`config.mk`:
```
export PLATFORM = sky130hd
export DESIGN_NAME = byte_array_alu_booth_multiply_core
export DESIGN_NICKNAME = d
export VERILOG_FILES = /design/src/hw/rtl/bam_pkg.sv /design/src/hw/rtl/bam_dp.sv /design/src/hw/rtl/bam_ctrl.sv /design/src/hw/rtl/byte_array_alu_booth_multiply_core.sv
export SDC_FILE = /design/constraint.sdc
export NUM_CORES = 1
export LEC_CHECK = 0
export ABC_CLOCK_PERIOD_IN_PS = 12630
export BUFFER_PORTS_ARGS = -buffer_cell sky130_fd_sc_hd__buf_2
export CORE_UTILIZATION = 60
export CTS_BUF_LIST = sky130_fd_sc_hd__clkbuf_2
export CTS_CLUSTER_DIAMETER = 200
export DETAILED_ROUTE_END_ITERATION = 6
export PLACE_DENSITY = 0.85
export SYNTH_ARGS = -nofsm -noshare
export SYNTH_HDL_FRONTEND = slang
export SYNTH_SLANG_ARGS = --single-unit
```
`constraint.sdc`:
```
create_clock -name clk -period 12.63 [get_ports clk]
set_input_delay 2.526 -clock clk [delete_from_list [all_inputs] [get_ports clk]]
set_output_delay 2.526 -clock clk [all_outputs]
set_load 0.02 [all_outputs]
```
`src/hw/rtl/bam_pkg.sv`:
```
// Shared types, constants and operation codes for the byte-array ALU.
`default_nettype none

package bam_pkg;

    // Operand width in bytes and the widths that follow from it.
    localparam int WIDTH_BYTES = 4;
    localparam int OP_W        = WIDTH_BYTES * 8;
    localparam int EXT_W       = OP_W + 8;
    localparam int ITER_W      = (OP_W > 1) ? $clog2(OP_W) : 1;

    // Fixed widths of the transaction fields.
    localparam int OPC_W   = 4;
    localparam int OPND_W  = 32;
    localparam int SHCNT_W = 6;
    localparam int RES_W   = 40;

    // Operation codes.
    typedef enum logic [OPC_W-1:0] {
        OP_ADD = 4'd0,
        OP_SUB = 4'd1,
        OP_MUL = 4'd2,
        OP_SHL = 4'd3,
        OP_SHR = 4'd4,
        OP_EQ  = 4'd5,
        OP_LT  = 4'd6,
        OP_LE  = 4'd7,
        OP_GT  = 4'd8,
        OP_GE  = 4'd9
    } op_t;

    // Input transaction.
    typedef struct packed {
        logic [OPC_W-1:0]   operation;
        logic [OPND_W-1:0]  operand_a;
        logic [OPND_W-1:0]  operand_b;
        logic [SHCNT_W-1:0] shift_count;
    } in_item_t;

    // Output transaction.
    typedef struct packed {
        logic [RES_W-1:0] result_value;
        logic             compare_true;
    } out_item_t;

    // Controller states.
    typedef enum logic [1:0] {
        ST_IDLE,
        ST_MUL,
        ST_FIN
    } state_t;

    // Commands from the controller to the datapath.
    typedef struct packed {
        logic load;
        logic step;
        logic finish;
    } dp_cmd_t;

    // Status from the datapath to the controller.
    typedef struct packed {
        logic in_is_mul;
    } dp_stat_t;

endpackage

`default_nettype wire

```
`src/hw/rtl/bam_dp.sv`:
```
// Datapath of the byte-array ALU: operand registers, Booth step unit and result register.
`default_nettype none

module bam_dp (
    input  wire logic               clk,
    input  wire bam_pkg::in_item_t  in_data,
    input  wire bam_pkg::dp_cmd_t   cmd,
    output bam_pkg::dp_stat_t       stat,
    output bam_pkg::out_item_t      out_data
);
    import bam_pkg::*;

    logic [OPC_W-1:0]   op_reg;
    logic [OP_W-1:0]    a_reg;
    logic [OP_W-1:0]    b_reg;
    logic [SHCNT_W-1:0] cnt_reg;
    logic [OP_W-1:0]    acc_reg;
    logic               prev_reg;
    out_item_t          out_reg;

    logic [OP_W-1:0]    acc_next;
    logic [OP_W-1:0]    shl_val;
    logic [OP_W-1:0]    shr_val;
    logic               shift_over;
    logic [EXT_W-1:0]   val;
    logic               cmp;
    out_item_t          res;

    // The controller needs to know whether the offered transaction is a multiply.
    assign stat.in_is_mul = (in_data.operation == OP_MUL);

    // One radix-2 Booth step: the pair (current bit, previous bit) picks add or subtract.
    always_comb
    begin
        acc_next = acc_reg;
        if (!b_reg[0] && prev_reg)
        begin
            acc_next = acc_reg + a_reg;
        end
        else if (b_reg[0] && !prev_reg)
        begin
            acc_next = acc_reg - a_reg;
        end
    end

    // Shifts give zero once the count reaches the operand width.
    assign shift_over = ({1'b0, cnt_reg} >= (SHCNT_W + 1)'(OP_W));
    assign shl_val    = shift_over ? '0 : (a_reg << cnt_reg);
    assign shr_val    = shift_over ? '0 : (a_reg >> cnt_reg);

    // Result selection for the finished transaction.
    always_comb
    begin
        val = '0;
        cmp = 1'b0;
        case (op_reg)
            OP_ADD: val = {8'b0, a_reg} + {8'b0, b_reg};
            OP_SUB: val = {8'b0, a_reg} - {8'b0, b_reg};
            OP_MUL: val = EXT_W'(acc_reg);
            OP_SHL: val = EXT_W'(shl_val);
            OP_SHR: val = EXT_W'(shr_val);
            OP_EQ:  cmp = (a_reg == b_reg);
            OP_LT:  cmp = (a_reg <  b_reg);
            OP_LE:  cmp = (a_reg <= b_reg);
            OP_GT:  cmp = (a_reg >  b_reg);
            OP_GE:  cmp = (a_reg >= b_reg);
            default:
            begin
                val = '0;
                cmp = 1'b0;
            end
        endcase
        res.result_value = RES_W'(val);
        res.compare_true = cmp;
    end

    // Operand capture, Booth iteration and result register.
    always_ff @(posedge clk)
    begin
        if (cmd.load)
        begin
            op_reg   <= in_data.operation;
            a_reg    <= OP_W'(in_data.operand_a);
            b_reg    <= OP_W'(in_data.operand_b);
            cnt_reg  <= in_data.shift_count;
            acc_reg  <= '0;
            prev_reg <= 1'b0;
        end
        else if (cmd.step)
        begin
            acc_reg  <= acc_next;
            prev_reg <= b_reg[0];
            a_reg    <= a_reg << 1;
            b_reg    <= b_reg >> 1;
        end
        if (cmd.finish)
        begin
            out_reg <= res;
        end
    end

    assign out_data = out_reg;

endmodule

`default_nettype wire

```
`src/hw/rtl/bam_ctrl.sv`:
```
// Controller of the byte-array ALU: transaction sequencing, Booth iteration count and output valid.
`default_nettype none

module bam_ctrl (
    input  wire logic              clk,
    input  wire logic              rst_n,
    input  wire logic              in_valid,
    output logic                   in_ready,
    output logic                   out_valid,
    input  wire logic              out_ready,
    input  wire bam_pkg::dp_stat_t stat,
    output bam_pkg::dp_cmd_t       cmd
);
    import bam_pkg::*;

    state_t            state_reg;
    state_t            state_next;
    logic [ITER_W-1:0] iter_reg;
    logic [ITER_W-1:0] iter_next;
    logic              out_valid_reg;
    logic              out_valid_next;

    // State register, iteration counter and output valid flag.
    always_ff @(posedge clk or negedge rst_n)
    begin
        if (!rst_n)
        begin
            state_reg     <= ST_IDLE;
            iter_reg      <= '0;
            out_valid_reg <= 1'b0;
        end
        else
        begin
            state_reg     <= state_next;
            iter_reg      <= iter_next;
            out_valid_reg <= out_valid_next;
        end
    end

    // Next state and datapath commands.
    always_comb
    begin
        state_next = state_reg;
        iter_next  = iter_reg;
        in_ready   = 1'b0;
        cmd        = '0;
        case (state_reg)
            ST_IDLE:
            begin
                in_ready = 1'b1;
                if (in_valid)
                begin
                    cmd.load   = 1'b1;
                    iter_next  = '0;
                    state_next = stat.in_is_mul ? ST_MUL : ST_FIN;
                end
            end
            ST_MUL:
            begin
                cmd.step  = 1'b1;
                iter_next = iter_reg + 1'b1;
                if (iter_reg == ITER_W'(OP_W - 1))
                begin
                    state_next = ST_FIN;
                end
            end
            ST_FIN:
            begin
                // Move the result out once the output register is free.
                if (!out_valid_reg || out_ready)
                begin
                    cmd.finish = 1'b1;
                    state_next = ST_IDLE;
                end
            end
            default:
            begin
                state_next = ST_IDLE;
            end
        endcase
    end

    // The output register holds a transaction until the consumer takes it.
    always_comb
    begin
        out_valid_next = out_valid_reg;
        if (cmd.finish)
        begin
            out_valid_next = 1'b1;
        end
        else if (out_ready)
        begin
            out_valid_next = 1'b0;
        end
    end

    assign out_valid = out_valid_reg;

endmodule

`default_nettype wire

```
`src/hw/rtl/byte_array_alu_booth_multiply_core.sv`:
```
// Top level of the byte-array ALU with a radix-2 Booth multiplier.
`default_nettype none

// Integer ALU over operands of WIDTH_BYTES bytes: add, subtract (one byte wider result,
// two's complement for subtract), multiply (low operand-width bits of the product),
// logical shifts (zero at or beyond the width) and unsigned compares. Every input
// transaction gives exactly one output transaction. One transaction is worked at a time:
// add, subtract, shifts and compares are registered straight from the loaded operands;
// multiply first runs one Booth add-and-shift step per operand bit in the accumulator.
// A new input is accepted as soon as the previous result has moved into the output
// register, even while that result still waits for the consumer.
module byte_array_alu_booth_multiply_core (
    input  wire logic               clk,
    input  wire logic               rst_n,
    input  wire logic               in_valid,
    output logic                    in_ready,
    input  wire bam_pkg::in_item_t  in_data,
    output logic                    out_valid,
    input  wire logic               out_ready,
    output bam_pkg::out_item_t      out_data
);
    import bam_pkg::*;

    dp_cmd_t  cmd;
    dp_stat_t stat;

    // Sequencing.
    bam_ctrl u_ctrl (
        .clk       (clk),
        .rst_n     (rst_n),
        .in_valid  (in_valid),
        .in_ready  (in_ready),
        .out_valid (out_valid),
        .out_ready (out_ready),
        .stat      (stat),
        .cmd       (cmd)
    );

    // Arithmetic and result register.
    bam_dp u_dp (
        .clk      (clk),
        .in_data  (in_data),
        .cmd      (cmd),
        .stat     (stat),
        .out_data (out_data)
    );

endmodule

`default_nettype wire

```
# Word-level counts from Yosys, hierarchy flattened
# Cells that the tools add are included.
[classes]
n_mux = 25
n_reduce_logical = 15
shifts = 2
n_addsub = 5
n_eq_ne = 17
n_lt_le_gt_ge = 5
[ops]
columns = ["operator", "n"]
rows = [
  ["$mux W32", 8],
  ["$pmux W40 S5", 1],
  ["$add A32 B32 Y33", 1],
  ["$sub A32 B32 Y33", 1],
  ["$add A32 B32 Y32", 1],
  ["$eq A32 B32 Y1", 1],
  ["$ge A32 B32 Y1", 1],
  ["$gt A32 B32 Y1", 1],
  ["$le A32 B32 Y1", 1],
  ["$lt A32 B32 Y1", 1],
  ["$shl A32 B6 Y32", 1],
  ["$shr A32 B6 Y32", 1],
  ["$sub A32 B32 Y32", 1],
  ["$eq A4 B3 Y1 const B", 4],
  ["$eq A4 B2 Y1 const B", 3],
  ["$pmux W5 S2", 1],
  ["$eq A4 B4 Y1 const B", 2],
  ["$mux W1", 8],
  ["$mux W2", 4],
  ["$reduce_bool A2 Y1", 4],
  ["$ge A6 B6 Y1 const B", 1],
  ["$pmux W2 S3", 1],
  ["$add A5 B1 Y5 const B", 1],
  ["$eq A5 B5 Y1 const B", 1],
  ["other kinds (14)", 19],
]
[word_totals]
in_bits = 78
wordCells = 80
register_bits = 156
output_inout_bits = 43

# Longest topological paths before layout
[logic_depth]
word_depth = 5
depth_mapped = 20
depth_no_buf = 19

# Hierarchy
# A second synthesis with hierarchy kept.
[hier_totals]
hier_cells = 1763
area_unflattened_um2 = 14966.9
[modules_own_cells]
columns = ["mod", "cells_per_inst", "n_inst", "area_each_um2"]
rows = [
  ["bam_dp", 1724, 1, 14550.2],
  ["bam_ctrl", 39, 1, 416.6],
]

# Worst setup path before layout
# No wires, ideal clock.
[synth_timing]
path_kind = "input-to-reg"
start = "input port in_valid"
end = "register u_dp.a_reg[0] (enable)"
n_path_buf = 2
arrival_time_ps = 4452
stages = 5
required_ps = 12212
setup_ps = 418
path_slack_ps = 7760
cell_sequence = "and2_1 clkbuf_1 clkbuf_1 nor2_1 inv_1"
[synth_via]
elab_chain_cells = 3
[synth_rtl]
columns = ["element", "line_no", "source"]
rows = [
  ["from (decl)", "byte_array_alu_booth_multiply_core.sv:15", "input wire logic in_valid,"],
  ["$mux W1", "bam_ctrl.sv:51", "if (in_valid)"],
  ["$mux W1", "bam_ctrl.sv:47", "case (state_reg)"],
  ["$reduce_bool A2 Y1 (no line)", "n/a", ""],
  ["to (signal assigned)", "bam_dp.sv:83", "a_reg <= OP_W'(in_data.operand_a);"],
  ["to (signal assigned)", "bam_dp.sv:93", "a_reg <= a_reg << 1;"],
  ["to (decl)", "bam_dp.sv:14", "logic [OP_W-1:0] a_reg;"],
]
# Every way passes these cells.
# A chain may end at the register's enable or synchronous reset.

# Worst setup path after layout
[layout_timing]
start = "register u_dp.a_reg[13]"
end = "register u_dp.acc_reg[29]"
[layout_via]
elab_chain_cells = 3
[layout_rtl]
columns = ["element", "line_no", "source"]
rows = [
  ["$sub A32 B32 Y32", "bam_dp.sv:42", "acc_next = acc_reg - a_reg;"],
  ["$mux W32", "bam_dp.sv:40", "else if (b_reg[0] && !prev_reg)"],
  ["$mux W32 (*)", "bam_dp.sv:36", "if (!b_reg[0] && prev_reg)"],
  ["to (signal assigned)", "bam_dp.sv:91", "acc_reg <= acc_next;"],
  ["to (decl)", "bam_dp.sv:17", "logic [OP_W-1:0] acc_reg;"],
]
# Every way passes the cells marked *; elsewhere a longest branch is shown, timed or not. The select of a mux whose other input is x is not followed.

==> impl_results.md <==
- Status: complete, but fails checks
- Violated checks: DRC
- Drt total wl: 51.5 mm
- Total gr overflow: 0
- CTS root buf: clkbuf_2
- Area grow syn2layout: 5.58%
- Cells after DPL: 2129
- 1st-iter DRT viols: 2015
- Layout Utilization: 64.9%
- Period Utilization, post-route: 39.7%
- Async SR Flop Fraction: 5.33%
- Area of the die: 25600 um2
- Per-cell routed wire length: 23.8 um
- Worst r2r src: u_dp.a_reg[13]$_DFFE_PP_
- First-pass GRT wire length: 78.9 mm
- Unrepaired setup endpoints after global routing: false
- Crit path buf inv count: 0
- Initial Util: 61.4%
- Clock slew at reported path FFs: 0.28 ns
- Type of origin of the critical path: flip-flop
- Critical Path AT: 5.78 ns
- Yosys cell types: 81
- DRC violations left: 18
- HPWL Detailed: 38.7 mm
- Nets: 2004
- Hold buffers post-CTS: 0
- I/O Buffers: 120
- Via count: 14700
- Slowest stage cell, crit path: edfxtp_1
- Worst hold path type: reg -> reg
- Max H-tree Level: 4
- Final hold violations: 0
- Max Root-Sink Buffers: 2
- RD Place Congestion: 0.998
- Synth Warn #: 0
- Peak supply drop: 0.128 mV
- Setup Skew: 0.0447 ns
- Leading register cell type out of synthesis: edfxtp_1
- Crit-path cells: or4_4, or4_4, nor4_1, nor2b_1, a21oi_1, xor2_1, ha_1, a21o_1, a21o_1, a21oi_1, nor2_1, a2111oi_0, o31a_1, o21ai_0, xnor2_1, o21ai_0
- Critical path's largest stage delay: 0.62 ns
- Commonest non-fill, non-tap cell in the layout: nand2_1
- FILL cells: 2159
- HP Start: u_dp.prev_reg$_SDFFE_PP0P_
- Skew-Pair Late Insertion Delay: 0.82 ns
- Most frequent cells in the layout: nand2_1 (199), a21oi_1 (173), o21ai_0 (158)
- Post-route ant nets: 0
- Max Cap Viol: 0
- Max-slew violation count: 0
- Crit path capture type: flip-flop
- TNS Setup: 0 ns
- TritonCTS clock tree: yes
- CP Data Required Time: 13.40 ns
- CP delay by family, top: simple AND/OR/NAND/NOR gates
- Post-layout minimum cycle time: 5.01 ns
- EDFF count, synth: 109
- DR vias/cell: 6.82
- Synth Net Count: 1988
- Cts bufs inserted: 17
- CP Launch Point: u_dp.a_reg[13]$_DFFE_PP_
- Setup Viol. Count Final: 0
- Max FFs per register: 35
- Largest net degree at the start of global routing: 98
- Placeable Area: 24400 um2
- Vias in the first global route: 13800
- Initial antenna violation count: 1
- Total clock sinks: 150
- Row count: 57
- Cells after Synth: 1808
- Critical path class: reg -> reg
- Maximum clock rate: 200 MHz
- Die Y: 160 um
- IO Pins: 121
- Total power divided by cell area: 153 nW/um2
- Drt pass-1 iters: 7
- Synthesized cell area: 15000 um2
- Share of post-route cells with drive strength above 1: 14.0%
- Post-CTS setup buffer count: 0
- Post-Layout Cell Count: 2162
- Final Power: 2430 uW
- FF+latch count, synth: 150
- Die width: 160 um
- P_leak: 0.00648 uW
- Worst-margin pin slew: 1.18 ns
- Total GRT Usage: 39.8%
- Mean Syn Cell Area: 8.29 um2
- Cts repair resizes: 0
- Seq/Total Area, Yosys: 27.6%
- Max-Slew Margin vs Limit: 21.3%
- Crit path max fanout: 11
cell type report:
cell class / count / area [um2] / share of cell area [%]
antenna: 1 / 2.50 / 0.0158
clock buffer: 17 / 85.1 / 0.538
clock inverter: 15 / 160 / 1.01
inverter: 87 / 327 / 2.06
multi-input combinational: 1430 / 9980 / 63.0
sequential: 150 / 4130 / 26.1
tap: 324 / 405 / 2.56
timing repair buffer: 138 / 736 / 4.65
worst paths after layout:
check	to	slack, ns	cells past startpoint
worst max register to register	u_dp.acc_reg[29]$_SDFFE_PP0P_	7.62	16
worst max-delay path	u_dp.acc_reg[29]$_SDFFE_PP0P_	7.62	16
worst min-delay path	u_dp.prev_reg$_SDFFE_PP0P_	0.49	2
max in group asynchronous	u_ctrl.iter_reg[0]$_DFFE_PN0P_	11.00	1
worst min register to register	u_dp.prev_reg$_SDFFE_PP0P_	0.49	2
min in group asynchronous	u_ctrl.out_valid$_DFFE_PN0P_	1.48	1
tightest hold or removal path: stages, from the launching register on:
cell	delay, ns
dfxtp_1	0.39
nand2_1	0.05
a21oi_1	0.06
Yosys cell counts, drive strengths merged, types with 34 or more instances:
cell	count	area, um2
nor3	44	220
inv	85	319
a21oi	173	866
mux2	34	383
o21ai	158	791
xnor2	49	437
clkbuf	109	410
nor2	139	522
nand2	199	747
xor2	38	333
edfxtp	109	3270
mux2i	91	911
ha	99	1240
metrics by stage:
| stage | hold slack [ns] | setup slack [ns] | area (um2) |
|---|---|---|---|
| floorplan | 0.441 | 7.76 | 15000 |
| global placement | 0.448 | 7.85 | 15600 |
| detailed placement | 0.462 | 7.72 | 15600 |
| CTS | 0.490 | 7.70 | 15800 |
| global route | 0.532 | 7.40 | 15800 |
| finish | 0.491 | 7.62 | 15800 |
power breakdown:
group	internal [uW]	switching, uW	total, uW
clock	82.2	221	303
combinational	499	866	1370
sequential	638	119	757
cell families (layout without fill, tap and decap cells):
family,Yosys count,in the layout,synth area share [%]
mux,152,152,12.7
other cells,0,1,0
flops,150,150,27.6
fa+ha+maj,102,102,8.67
xor+xnor,87,87,5.13
simple gates,523,523,16.2
compound gates,566,566,23.7
buf+inv,228,257,6.01
layer usage:
layer / global-route usage, % / part of all wire [%] / vias to the layer above
met5: 0 / 0 / -
met4: 17.3 / 5.0 / 0
met3: 8.08 / 11 / 194
met2: 63.7 / 44 / 1018
met1: 52.2 / 40 / 6843
li1: - / - / 6688
No activity file was read; power rests on OpenSTA's default activity.
